<file path="src/hdl/nonlinear_sqrt_pd_controller_defines.svh">
// Assertion helpers included by the controller.
`ifndef NONLINEAR_SQRT_PD_CONTROLLER_DEFINES_SVH
`define NONLINEAR_SQRT_PD_CONTROLLER_DEFINES_SVH

// Implication checked on every rising clock edge outside reset.
`define NSPD_ASSERT_IMP(label, ante, cons) \
	label: assert property (@(posedge clk) disable iff (!arst_n) (ante) |-> (cons)) \
		else $error("nspd check failed");

// Implication with the consequent checked in the next cycle.
`define NSPD_ASSERT_NXT(label, ante, cons) \
	label: assert property (@(posedge clk) disable iff (!arst_n) (ante) |=> (cons)) \
		else $error("nspd check failed");

`endif

</file>
<file path="src/hdl/nspd_mul_unit.sv">
// Shared 32x32 multiplier; wide products are built from partial products
// accumulated by the sequencer.
module nspd_mul_unit #(
	parameter int unsigned W = 32
) (
	input  logic           clk,
	input  logic [W-1:0]   a,
	input  logic [W-1:0]   b,
	output logic [2*W-1:0] p
);
	always_ff @(posedge clk) begin
		p <= a * b;
	end
endmodule

</file>
<file path="config.mk">
export PLATFORM = sky130hd
export DESIGN_NAME = nspd_mul_unit
export DESIGN_NICKNAME = d
export VERILOG_FILES = /design/src/hdl/nonlinear_sqrt_pd_controller_defines.svh /design/src/hdl/nspd_mul_unit.sv
export SDC_FILE = /design/constraint.sdc
export NUM_CORES = 2
export LEC_CHECK = 0
export BUFFER_PORTS_ARGS = -buffer_cell sky130_fd_sc_hd__buf_2
export CAP_MARGIN = 10
export CORE_MARGIN = 5
export CORE_UTILIZATION = 65
export CTS_CLUSTER_SIZE = 30
export DETAILED_ROUTE_END_ITERATION = 7
export HOLD_SLACK_MARGIN = 0.06
export PLACE_DENSITY = 0.83
export SLEW_MARGIN = 20
export SYNTH_ARGS = -nofsm -noshare
export SYNTH_HDL_FRONTEND = slang
export SYNTH_SLANG_ARGS = --single-unit
</file>
<file path="constraint.sdc">
create_clock -name clk -period 11.2 [get_ports clk]
set_input_delay 1.12 -clock clk [delete_from_list [all_inputs] [get_ports clk]]
set_output_delay 1.12 -clock clk [all_outputs]
set_load 0.005 [all_outputs]
</file>
# Word level (Yosys, flattened, before mapping)

Index checks and enable logic that the tools add are counted.
Widths: inputs -> output; s select.

$mul: 1

Operators with widths:

| cell           | number |
|---|---|
| $mul 32x32->64 | 1 |

Register bits after elaboration: 64
Input port bits: 65
Output and inout port bits: 64

# Longest topological paths before layout

Depth in word-level cells: 1
Gate-level depth with buffers: 29
Depth with buffers taken out: 27

# Least setup slack after synthesis

No wires, ideal clock.

Path type: input port to flip-flop
From: input port a[25]
To: register p[62]
Library setup time: 72 ps
Arrival: 7801 ps
Cell stages on the path: 25
Slack: 3327 ps
Cells stage by stage: clkbuf_1 -> nand2_1 -> fa_1 -> inv_1 -> fa_1 -> inv_1 -> fa_1 -> inv_1 -> fa_1 -> fa_1 -> fa_1 -> fa_1 -> inv_1 -> fa_1 -> inv_1 -> ha_1 -> buf_2 -> nand4_1 -> or4_1 -> or3_1 -> a31oi_1 -> a31o_2 -> a211oi_1 -> o21ai_1 -> xor2_1

Cells in the longest elaborated chain, start to end: 1

RTL lines:

| what                   | RTL line            | text |
|---|---|---|
| start: declaration     | nspd_mul_unit.sv:7  | `input logic [W-1:0] a,` |
| $mul 32x32->64         | nspd_mul_unit.sv:12 | `p <= a * b;` |
| end signal: assignment | nspd_mul_unit.sv:12 |  |
| end: declaration       | nspd_mul_unit.sv:9  | `output logic [2*W-1:0] p` |

No other way between the ends.

# Final worst setup path

Same ends and word-level chain as after synthesis.

==> metrics.yaml <==
run_status:
  outcome: "finished clean"
clock_tree:
  cts_htree_levels: 3
  ctsHoldBuffers: 0
  tritoncts: "yes"
  postCtsSetupBuffers: 0
  ctsLongestPathBuffers: 2
  cts_root_buffer_type: "clkbuf_16"
  clock_slew_seen_by_the_registers_of_the_worst_setup_and_hold_paths_ns: 0.06
  cts_buffers: 9
  clock_sink_count: 64
  ctsResizeCount: 0
critical_path:
  crit_path_max_fanout: 32
  path_common_cell: "fa_1"
  worstPathCellList: "buf_2 -> nand2_1 -> fa_1 -> inv_1 -> fa_1 -> inv_1 -> fa_1 -> inv_1 -> fa_1 -> fa_1 -> fa_1 -> fa_1 -> inv_1 -> fa_1 -> inv_1 -> ha_1 -> nand4_1 -> or4_1 -> or3_1 -> a31oi_1 -> a31o_2 -> a211oi_1 -> o21ai_1 -> xor2_1"
  worstSetupPathType: "in -> reg"
  crit_path_max_incr_delay_ns: 0.59
  critPathLaunchType: "input port"
  setup.worst_path.start: "a[25]"
  critical_path_arrival_ns: 9.04
  critical_path.endpoint_type: "flip-flop"
  crit_slowest_cell: "fa_1"
  critical_path_required_ns: 11.47
placed_design:
  pre_cts_slack_ns: 2.26
  port-buffer-count: 128
  placed_cells_incl_taps: 4350
  detailedPlacementHpwl_um: 70800
  place.gp.congestion: 0.937
global_routing:
  gr-usage-met1: 0.399
  globalRoute.busiestLayer: "met2"
  grt_pass1_vias: 28300
  gr-total-overflow: 0
  initial_antenna_violation_count: 2
  maximum_number_of_pins_on_one_net_before_global_route_repair: 33
  grt_pass1_wl_um: 147000
  track_usage: 0.322
  gr-usage-met2: 0.551
  grt.met3_usage: 0.0552
routing:
  route.antenna.remaining_nets: 0
  route.vias.total: 25200
  firstDrtPassIters: 5
  drt_drc_violations_left: 0
  detailedRoute.firstIterationViolations: 1866
  via_per_inst: 5.78
  wl_um: 88800
  avgRoutedWirePerCell_um: 20.3
layout:
  largest-register: "p"
  area_growth_pct: 2.87
  largest_register_ffs: 64
  final_layout_size_suffix_gt1_frac: 0.0454
  finalCoreUtilization: 0.677
  nets: 4897
  num_antenna_cells: 0
  biggestRegsByFlops: "p: 64 flops"
  n_fill_cell: 4011
  final_cell_count_no_fill: 4366
timing:
  layout_worst_path_cycle_share: 0.783
  unrepaired_setup_endpoints_after_global_routing: "no"
  hold_viol: 0
  slew-limit-headroom: 0.365
  maxClockFrequency_mhz: 114
  setup-violations-final: 0
  final.setup.tns_ns: 0
  max_slew.worst_pin.slew_ns: 0.952
  layout_min_cycle_time_ns: 8.77
  setup_ws_ns: 2.43
  final-max-slew-violation-count: 0
die:
  start_util: 0.659
  dieWidth_um: 241
  die_height_um: 241
  floorplan.core_area_um2: 52700
  die_area_um2: 58100
  top_level_ports: 129
  rows: 84
synthesis:
  syn_area_per_cell_um2: 9.25
  netlist_top_cells_area: "fa_1 (52%), and2_1 (11%), ha_1 (9.5%)"
  syn_warnings: 0
  synthTopCellsByCount: "fa_1 (896), inv_1 (865), and2_1 (602)"
  distinct_cell_type_count_of_the_synthesized_netlist: 57
  synth_area_um2: 34700
  yosys_register_bits: 64
  yosys.area.top_type: "fa_1"
  share_of_async_settable_or_async_resettable_flops_after_synthesis: 0
  synthCells: 3748
  ys_seq_area_frac: 0.0369
  cell_with_the_most_instances_after_synthesis: "fa_1"
  synth.net_count: 4972
  synth-edff-count: 0
  top_flip_flop_cell_by_instance_count_after_synthesis: "dfxtp_1"
  yosys.area.top_type_share: 0.517
hold_path:
  hold_path_class: "in -> reg"
  min_from: "a[0]"
  whs_endpoint: "p[0]"
  hold_path_depth: 3
job:
  drv_cap: 0
==> metrics by stage <==
stage          area (µm²)  hold WS [ns]
6_report            35700          1.38
5_1_grt             35700          1.37
4_1_cts             35700          1.36
3_5_place_dp        35400          1.50
3_3_place_gp        35400          1.50
2_1_floorplan       34700          1.25
==> critical path: cells and delay by family <==
kind	cells	cell delay, ns
AO/OA/AOI/OAI	4	1.15
XOR/XNOR	1	0.15
adder cells (fa/ha/maj)	9	4.53
buffers and inverters	6	0.81
AND/OR/NAND/NOR	4	1.25
==> placed cells by master, fill, tap and decap left out, types with 4 or more instances in the layout <==
cell | Yosys | layout
o21ai_0 | 21 | 21
clkbuf_16 | 0 | 9
and3_1 | 14 | 14
and2_1 | 602 | 602
nor3_1 | 7 | 7
dfxtp_1 | 64 | 64
o21bai_1 | 10 | 10
buf_4 | 0 | 6
o21a_1 | 9 | 9
a31oi_1 | 12 | 12
o21ai_1 | 5 | 5
a21o_1 | 40 | 40
xor2_1 | 25 | 25
a221o_1 | 4 | 4
nor2_1 | 20 | 20
inv_1 | 865 | 865
nand3_1 | 10 | 10
buf_2 | 6 | 128
fa_1 | 896 | 896
a21oi_1 | 63 | 63
ha_1 | 263 | 263
nand2_1 | 480 | 480
xnor2_1 | 35 | 35
nand4_1 | 23 | 23
==> kinds of logic (layout without fill, tap and decap cells) <==
kind of cell | after synthesis | in the layout | synth area share
simple gates | 1177 | 1177 | 0.176
compound gates | 202 | 202 | 0.0415
xor+xnor | 60 | 60 | 0.0152
fa+ha+maj | 1159 | 1159 | 0.612
mux | 1 | 1 | 0.000289
flops | 64 | 64 | 0.0369
buf+inv | 1085 | 1015 | 0.118
==> layer usage <==
| metal | vias to the layer above | part of all wire |
|---|---|---|
| li1 | 10700 | - |
| met1 | 12900 | 0.35 |
| met2 | 1278 | 0.50 |
| met3 | 339 | 0.081 |
| met4 | 2 | 0.063 |
| met5 | - | 0.00016 |
==> layout make-up <==
type / instances / area [µm²] / share of cell area
flip-flops and latches: 64 / 1280 / 0.0359
repair buffers: 134 / 686 / 0.0192
clock buffers: 10 / 239 / 0.00670
multi-input cells: 2599 / 29300 / 0.822
well taps: 688 / 861 / 0.0241
inverters: 865 / 3250 / 0.0910
clock inverters: 6 / 43.8 / 0.00123
==> worst max-delay path by stage <==
stage / to / slack (ns) / cells past startpoint
after floorplan: p[62] / 3.33 / 25
after global placement: p[62] / 2.39 / 22
after detailed placement: p[62] / 2.26 / 24
after CTS: p[62] / 2.60 / 24
after global routing: p[62] / 2.14 / 25
final: p[62] / 2.43 / 24
Power is left out: the tool's default activity adds up to more than one toggle a clock period on the data nets, which glitch-free logic cannot reach.
