### src/hdl/nonlinear_sqrt_pd_controller_defines.svh
// Assertion helpers included by the controller.
`ifndef NONLINEAR_SQRT_PD_CONTROLLER_DEFINES_SVH
`define NONLINEAR_SQRT_PD_CONTROLLER_DEFINES_SVH

// Implication checked on every rising clock edge outside reset.
`define NSPD_ASSERT_IMP(label, ante, cons) \
	label: assert property (@(posedge clk) disable iff (!arst_n) (ante) |-> (cons)) \
		else $error("nspd check failed");

// Implication with the consequent checked in the next cycle.
`define NSPD_ASSERT_NXT(label, ante, cons) \
	label: assert property (@(posedge clk) disable iff (!arst_n) (ante) |=> (cons)) \
		else $error("nspd check failed");

`endif

### src/hdl/nspd_pkg.sv
package nspd_pkg;

	// signed range of every value and saturating sum or product
	localparam int unsigned DATA_WIDTH = 32;

	typedef struct packed {
		logic signed [31:0] setpoint;
		logic signed [31:0] measured;
		logic               wrap_enable;
		logic signed [31:0] half_period;
		logic        [23:0] elapsed_us;
	} in_item_t;

	typedef struct packed {
		logic signed [31:0] drive;
		logic               in_dead_band;
	} out_item_t;

	localparam logic [2:0] REG_GAIN_P  = 3'd0;
	localparam logic [2:0] REG_GAIN_D  = 3'd1;
	localparam logic [2:0] REG_ACCEL   = 3'd2;
	localparam logic [2:0] REG_LINEAR  = 3'd3;
	localparam logic [2:0] REG_LIMIT   = 3'd4;
	localparam logic [2:0] REG_DEAD    = 3'd5;
	localparam logic [2:0] REG_KNEE_X  = 3'd6;
	localparam logic [2:0] REG_KNEE_Y  = 3'd7;

	localparam int unsigned DT_FLOOR_US = 100;
	localparam int unsigned US_PER_S    = 1000000;

	// Shared unit request/status bundle.
	typedef enum logic [1:0] {
		OP_SQRT = 2'd0,
		OP_DIV  = 2'd1
	} iter_op_t;

	typedef struct packed {
		logic     start;
		iter_op_t op;
	} iter_ctl_t;

	typedef struct packed {
		logic busy;
		logic done;
	} iter_sts_t;

endpackage

### src/hdl/nspd_iter_unit.sv
// Shared shift-subtract unit: integer square root (two bits per step) or
// restoring division (one quotient bit per step).
module nspd_iter_unit import nspd_pkg::*; #(
	parameter int unsigned NUM_WIDTH = 128,
	parameter int unsigned DEN_WIDTH = 64
) (
	input  logic                 clk,
	input  logic                 arst_n,
	input  iter_ctl_t            ctl,
	input  logic [NUM_WIDTH-1:0] num,
	input  logic [DEN_WIDTH-1:0] den,
	output iter_sts_t            sts,
	output logic [NUM_WIDTH-1:0] result
);
	localparam int unsigned CW = $clog2(NUM_WIDTH + 1);
	localparam int unsigned RW = DEN_WIDTH + 2;

	logic [NUM_WIDTH-1:0] shift_q;
	logic [NUM_WIDTH-1:0] quot_q;
	logic [RW-1:0]        rem_q;
	logic [DEN_WIDTH-1:0] den_q;
	logic [CW-1:0]        cnt_q;
	logic                 busy_q;
	logic                 done_q;
	iter_op_t             op_q;

	logic [RW-1:0] trial_rem;
	logic [RW-1:0] trial_sub;
	logic          take;

	always_comb begin
		if (op_q == OP_SQRT) begin
			trial_rem = {rem_q[RW-3:0], shift_q[NUM_WIDTH-1 -: 2]};
			trial_sub = {quot_q[RW-3:0], 2'b01};
		end else begin
			trial_rem = {rem_q[RW-2:0], shift_q[NUM_WIDTH-1]};
			trial_sub = {2'b00, den_q};
		end
		take = trial_rem >= trial_sub;
	end

	always_ff @(posedge clk or negedge arst_n) begin
		if (!arst_n) begin
			busy_q <= 1'b0;
			done_q <= 1'b0;
			cnt_q  <= '0;
			op_q   <= OP_SQRT;
		end else begin
			// one-cycle pulse after the last step
			done_q <= busy_q && !ctl.start && (cnt_q == CW'(1));
			if (ctl.start) begin
				busy_q <= 1'b1;
				op_q   <= ctl.op;
				cnt_q  <= (ctl.op == OP_SQRT) ? CW'(NUM_WIDTH / 2) : CW'(NUM_WIDTH);
			end else if (busy_q) begin
				cnt_q <= cnt_q - 1'b1;
				if (cnt_q == CW'(1)) begin
					busy_q <= 1'b0;
				end
			end
		end
	end

	always_ff @(posedge clk) begin
		if (ctl.start) begin
			shift_q <= num;
			den_q   <= den;
			rem_q   <= '0;
			quot_q  <= '0;
		end else if (busy_q) begin
			rem_q  <= take ? trial_rem - trial_sub : trial_rem;
			quot_q <= {quot_q[NUM_WIDTH-2:0], take};
			if (op_q == OP_SQRT) begin
				shift_q <= {shift_q[NUM_WIDTH-3:0], 2'b00};
			end else begin
				shift_q <= {shift_q[NUM_WIDTH-2:0], 1'b0};
			end
		end
	end

	assign sts.busy = busy_q;
	assign sts.done = done_q;
	assign result   = quot_q;
endmodule

### config.mk
export PLATFORM = sky130hd
export DESIGN_NAME = nspd_iter_unit
export DESIGN_NICKNAME = d
export VERILOG_FILES = /design/src/hdl/nonlinear_sqrt_pd_controller_defines.svh /design/src/hdl/nspd_pkg.sv /design/src/hdl/nspd_iter_unit.sv
export SDC_FILE = /design/constraint.sdc
export NUM_CORES = 1
export LEC_CHECK = 0
export ABC_CLOCK_PERIOD_IN_PS = 12500
export BUFFER_PORTS_ARGS = -buffer_cell sky130_fd_sc_hd__buf_2
export CAP_MARGIN = 20
export CORE_MARGIN = 2
export CORE_UTILIZATION = 55
export DETAILED_ROUTE_END_ITERATION = 12
export GPL_TIMING_DRIVEN = 0
export PLACE_DENSITY = 0.77
export SYNTH_ARGS = -nofsm -noshare
export SYNTH_HDL_FRONTEND = slang
export SYNTH_SLANG_ARGS = --single-unit
### constraint.sdc
create_clock -name clk -period 12.5 [get_ports clk]
set_input_delay 1.875 -clock clk [delete_from_list [all_inputs] [get_ports clk]]
set_output_delay 1.875 -clock clk [all_outputs]
set_load 0.1 [all_outputs]
# [Word level (Yosys, flattened, before mapping)]
# Cells that the tools add are included.
# Widths: inputs -> output; s select.
[op_classes] reduce_logical=6 eq_ne=1 magnitude_cmp=1 n_addsub=2 mux=12
[ops] cell="$mux 128" count=3
[ops] cell="$mux 66" count=2
[ops] cell="$ge 66x66->1" count=1
[ops] cell="$mux 65" count=1
[ops] cell="$sub 65x65->65" count=1
[ops] cell="$mux 8" count=3
[ops] cell="$eq 8x1->1 const B" count=1
[ops] cell="$sub 8x1->8 const B" count=1
[ops] cell="$logic_not 2->1" count=2
[ops] cell="$mux 1" count=3
[ops] cell="$logic_and 1x1->1" count=2
[ops] cell="$reduce_bool 2->1" count=1
[ops] cell="$logic_not 1->1" count=1
[totals] input_bits=197 elab_cells=30 ff_bits=397 out_inout_bits=130

# [Logic depth before layout (Yosys ltp)]
[logic_depth] word_depth=4 depth_mapped=19 ltp_nobuf=14

# [Least setup slack after synthesis]
# OpenSTA, ideal clock, no wires.
[synth_path] path_type="in2reg" startpoint="input port ctl[2] in the netlist's numbering" endpoint="register shift_q[0] (enable)" setup_ns=0.492 required_ns=12.008 n_path_buf=3 path_slack_ns=6.605 stages=5 arrival_time_ns=5.403 path_cell_list="clkbuf_1 clkbuf_1 inv_1 clkbuf_1 nand2_1"
[synth_via] elab_chain_len=1
[synth_rtl] item="from (decl)" line_no="nspd_iter_unit.sv:9" rtl="input iter_ctl_t ctl,"
[synth_rtl] item="$reduce_bool 2->1 (no line)"
[synth_rtl] item="to (signal assigned)" line_no="nspd_iter_unit.sv:66" rtl="shift_q <= num;"
[synth_rtl] item="to (signal assigned)" line_no="nspd_iter_unit.sv:74" rtl="shift_q <= {shift_q[NUM_WIDTH-3:0], 2'b00};"
[synth_rtl] item="to (signal assigned)" line_no="nspd_iter_unit.sv:76" rtl="shift_q <= {shift_q[NUM_WIDTH-2:0], 1'b0};"
[synth_rtl] item="to (decl)" line_no="nspd_iter_unit.sv:18" rtl="logic [NUM_WIDTH-1:0] shift_q;"
# No other way between the ends.
# A chain may end at the register's enable or synchronous reset.

# [Worst setup path after layout]
[layout_path] startpoint="register op_q[1]" endpoint="register rem_q[40]"
[layout_via] elab_chain_len=4 elab_cells_between_ends=6 cone_classes="add/sub (1); order compare (1); mux (3); reduce/logical (1)"
[layout_rtl] item="from (decl)" line_no="nspd_iter_unit.sv:25" rtl="iter_op_t op_q;"
[layout_rtl] item="from (signal assigned)" line_no="nspd_iter_unit.sv:53" rtl="op_q <= ctl.op;"
[layout_rtl] item="$logic_not 2->1 *" line_no="nspd_iter_unit.sv:32" rtl="if (op_q == OP_SQRT) begin"
[layout_rtl] item="$mux 66" line_no="nspd_iter_unit.sv:32"
[layout_rtl] item="$sub 65x65->65 / $ge 66x66->1 (equally long branches)" line_no="nspd_iter_unit.sv:71, nspd_iter_unit.sv:39"
[layout_rtl] item="$mux 65 *" line_no="nspd_iter_unit.sv:71" rtl="rem_q <= take ? trial_rem - trial_sub : trial_rem;"
[layout_rtl] item="to (signal assigned)" line_no="nspd_iter_unit.sv:71"
[layout_rtl] item="to (decl)" line_no="nspd_iter_unit.sv:20" rtl="logic [RW-1:0] rem_q;"
# Every way passes the cells marked *; elsewhere a longest branch is shown, timed or not.

==> summary.md <==
| Metric | Value |
|---|---|
| Slowest stage delay, CP | just over 0.8 ns |
| Row count | 73 |
| Most used cells in the layout excluding fill and tap cells | buf_2 (358), mux2i_1 (316), nor2_1 (234) |
| Dominant cells by area after synthesis | edfxtp_1 (26%), dfxtp_1 (17%), mux2i_1 (14%) |
| Post-synth cell types | 75 |
| Cell mode on critical path | clkbuf_1 |
| Final min period | 6.56 ns |
| Worst skew pair latency | 0.60 ns |
| Vias in the first global route | approximately 18000 |
| Fin worst setup slack | 5.94 ns |
| CP startpoint kind | flop |
| Via-per-instance ratio | around 6.0 |
| Max Slew Vio Count | 0 |
| Ys async rst share | approximately 3% |
| Reg-to-reg critical path endpoint | rem_q[40]$_SDFFE_PP0P_ |
| Nets | slightly below 3000 |
| CTS tree | yes |
| Dominant synthesized flop cell | dfxtp_1 |
| P&R area growth vs syn | 17.0% |
| Num ports | around 330 |
| First drt pass iteration count | 5 |
| Pin count of the biggest net entering global routing | just over 70 |
| Mux contribution to synthesized area | between 15 and 20% |
| Setup Buffers After CTS | 0 |
| Synth Area in Adders | slightly below 4% |
| Fmax achieved | around 150 MHz |
| Kind of cell adding the most delay to the critical path | buffers and inverters |
| Synth Area in Simple Gates | 12.6% |
| Overall die width | a little over 200 um |
| Mapped Nets | 2513 |
| Buf+Inv Stages, Crit Path | 6 |
| Status | finished, final reports clean |
| Main combinational cell family by area after synthesis | multiplexers |
| Total CTS buffers | between 40 and 50 |
| Cts hold-fix bufs | 0 |
| Area of the mapped netlist | about 22000 um2 |
| Initial Util | about 56% |
| Total negative setup slack | 0 ns |
| Clock tree sinks | roughly 400 |
| Root Driver | clkbuf_16 |
| Maxcap violations | 0 |
| Kind of critical path | reg2reg |
| Synth area leader | edfxtp_1 |
| Number of cells on the worst reg-to-reg path | 16 |
| Syn Inst Count | 2247 |
| Pleak | about 0.012 uW |
| Post-CTS sizing | 0 |
| Via count | 19100 |
| Clock power frac | 22.9% |
| Worst R2R Setup Slack | between 5 and 6 ns |
| Initial antenna violation count | 4 |
| P_sw | around 2300 uW |
| Pre-CTS WS | roughly 6.2 ns |
| Sw Share | 40.5% |
| Tot Pwr | 5650 uW |
| Worst ir drop on vdd | approximately 0.13 mV |
| HPWL Detailed | 46.9 mm |
| WP data required | approximately 13 ns |
| Port bufs | 326 |
| H-tree lvl count | 2 |
| Power Density | approximately 220 nW/um2 |
| Commonest non-fill, non-tap cell in the layout | buf_2 |
| 1st-iter DRT viols | 1770 |
| Critical path peak fanout | 10 |
| Register area share after synthesis | approximately 45% |
| Worst Hold Launch | rem_q[9]$_SDFFE_PP0P_ |
| CP Cell Sequence | nor2_1, clkbuf_1, buf_2, clkbuf_1, mux2i_1, ha_1, clkbuf_1, nand4_1, nor3_1, nand4_1, o21ai_1, a21o_1, clkbuf_1, clkbuf_1, o211ai_1, a311oi_1 |
| Proportion of layout cells with a drive suffix above 1 | between 10% and 20% |
| Total grt overflow | 0 |
| Number of enable flip-flop cells after synthesis | roughly 190 |
| Slew @ Worst Pin | about 1.1 ns |
| Final period utilization | between 50% and 60% |
| Final wirelength | 63.3 mm |
| Die Ht | 205 um |
| Synth Area in XOR/XNOR | approximately 2.1% |
| Top-area cell type share of the netlist area | 26.1% |
| Critical Path AT | 7.03 ns |
| Clock transition at path regs | roughly 0.06 ns |
| Share of power burned in registers | 30.4% |
| Die area | roughly 42000 um2 |
| RD Place Congestion | around 0.93 |
| FF+latch count, synth | between 300 and 400 |
| RSZ-0062 raised after global routing | false |
| Final setup vio count | 0 |
| Drt wl/cell | a little under 20 um |
| Relative slew slack | between 20% and 30% |
| Final setup skew | between 0.03 and 0.04 ns |
| Detail Route Antenna Nets | 0 |
| P_int | about 3400 uW |
| First-pass GRT wire length | between 90 and 100 mm |
| YS warnings | 0 |
| Area fraction in compound gates after synthesis | 15.3% |
| Worst Setup End Kind | flop |
| Reg-to-Reg Start | op_q[1]$_DFFE_PN0P_ |
| Synthesized area per cell | ~9.8 um2 |
| Total core area | approximately 40000 um2 |
| DRC viols | 0 |
| Hold endpoint | rem_q[9]$_SDFFE_PP0P_ |
| Logic pwr share | 46.7% |
| Slowest cell on the critical path | clkbuf_1 |
| Maximum buffer depth of the clock tree | 3 |
| HP Class | reg2reg |
| Hold Path Stages | 2 |
| Endpoints failing hold | 0 |
| Global Route Usage Sum | 29.2% |
worst max path at each step:
stage | endpoint | slack [ns] | cells after the start | start
6_report | rem_q[40]$_SDFFE_PP0P_ | 5.94 | 16 | op_q[1]$_DFFE_PN0P_
5_1_grt | rem_q[40]$_SDFFE_PP0P_ | 5.62 | 16 | op_q[1]$_DFFE_PN0P_
4_1_cts | rem_q[42]$_SDFFE_PP0P_ | 6.19 | 18 | op_q[1]$_DFFE_PN0P_
3_5_place_dp | rem_q[20]$_SDFFE_PP0P_ | 6.19 | 18 | op_q[1]$_DFFE_PN0P_
3_3_place_gp | shift_q[35]$_DFFE_PP_ | 3.56 | 6 | ctl[2]
2_1_floorplan | shift_q[0]$_SDFFCE_PN0P_ | 6.60 | 5 | ctl[2]
synth_stat cells, types with 24 or more instances:
master,number
buf_2,33
nor2_1,234
dfxtp_1,193
o21ai_1,39
xnor2_1,28
mux2i_1,316
nand3_1,73
xor2_1,24
nand4_1,29
a311oi_1,56
a21oi_1,82
edfxtp_1,192
nor3_1,36
ha_1,68
buf_1,25
clkbuf_1,96
o21ai_0,191
mux2_2,68
nand2_1,204
worst min-delay path: stages (launching register included):
cell and delay (ns):
dfxtp_1 0.32, nor2_1 0.08, a311oi_1 0.05
per-layer routing:
layer / vias to the layer above / routed length [um] / global-route usage [%]
li1: 9072 / - / -
met1: 9097 / 27000 / 38.6
met2: 773 / 29700 / 48.5
met3: 154 / 4390 / 4.71
met4: 4 / 2200 / 10.8
met5: - / 26 / 0
stage by stage:
stage	utilization (%)	cells	area, um2	hold WS (ns)
after global routing	65.1	3180	25900	0.514
after global placement	61.4	3098	24400	0.471
after detailed placement	61.5	3099	24400	0.489
after floorplan	-	2247	22100	0.459
after CTS	65.1	3179	25900	0.496
final	65.1	3182	25900	0.493
cells by family after synthesis:
group | count (synthesis)
mux | 384
compound gates | 527
xor+xnor | 52
simple gates | 639
buf+inv | 179
flops | 397
fa+ha+maj | 69
state kept, by name, summed over array words and instances, names as in the netlist:
signal and cells:
shift_q 128, den_q 64, op_q 2, cnt_q 8, result 128, done_q 1
busy_q 1, rem_q 65
cell type report:
class | instances | area, um2
fill | 3309 | 13900
tap | 525 | 657
clock inverter | 19 | 233
multi-input combinational | 1671 | 11400
clock buffer | 61 | 1190
timing repair buffer | 327 | 1660
buffer | 164 | 713
sequential | 397 | 9930
inverter | 15 | 56.3
antenna | 3 | 7.51
power groups by stage:
stage	clock (uW)	sequential [uW]	combinational, uW
after floorplan	0	1720	1930
after global placement	0	1730	2500
after detailed placement	0	1740	2550
after CTS	1320	1710	2570
after global routing	1370	1740	2860
final	1290	1720	2640
Note: power is estimated with default switching activity, not from simulation.
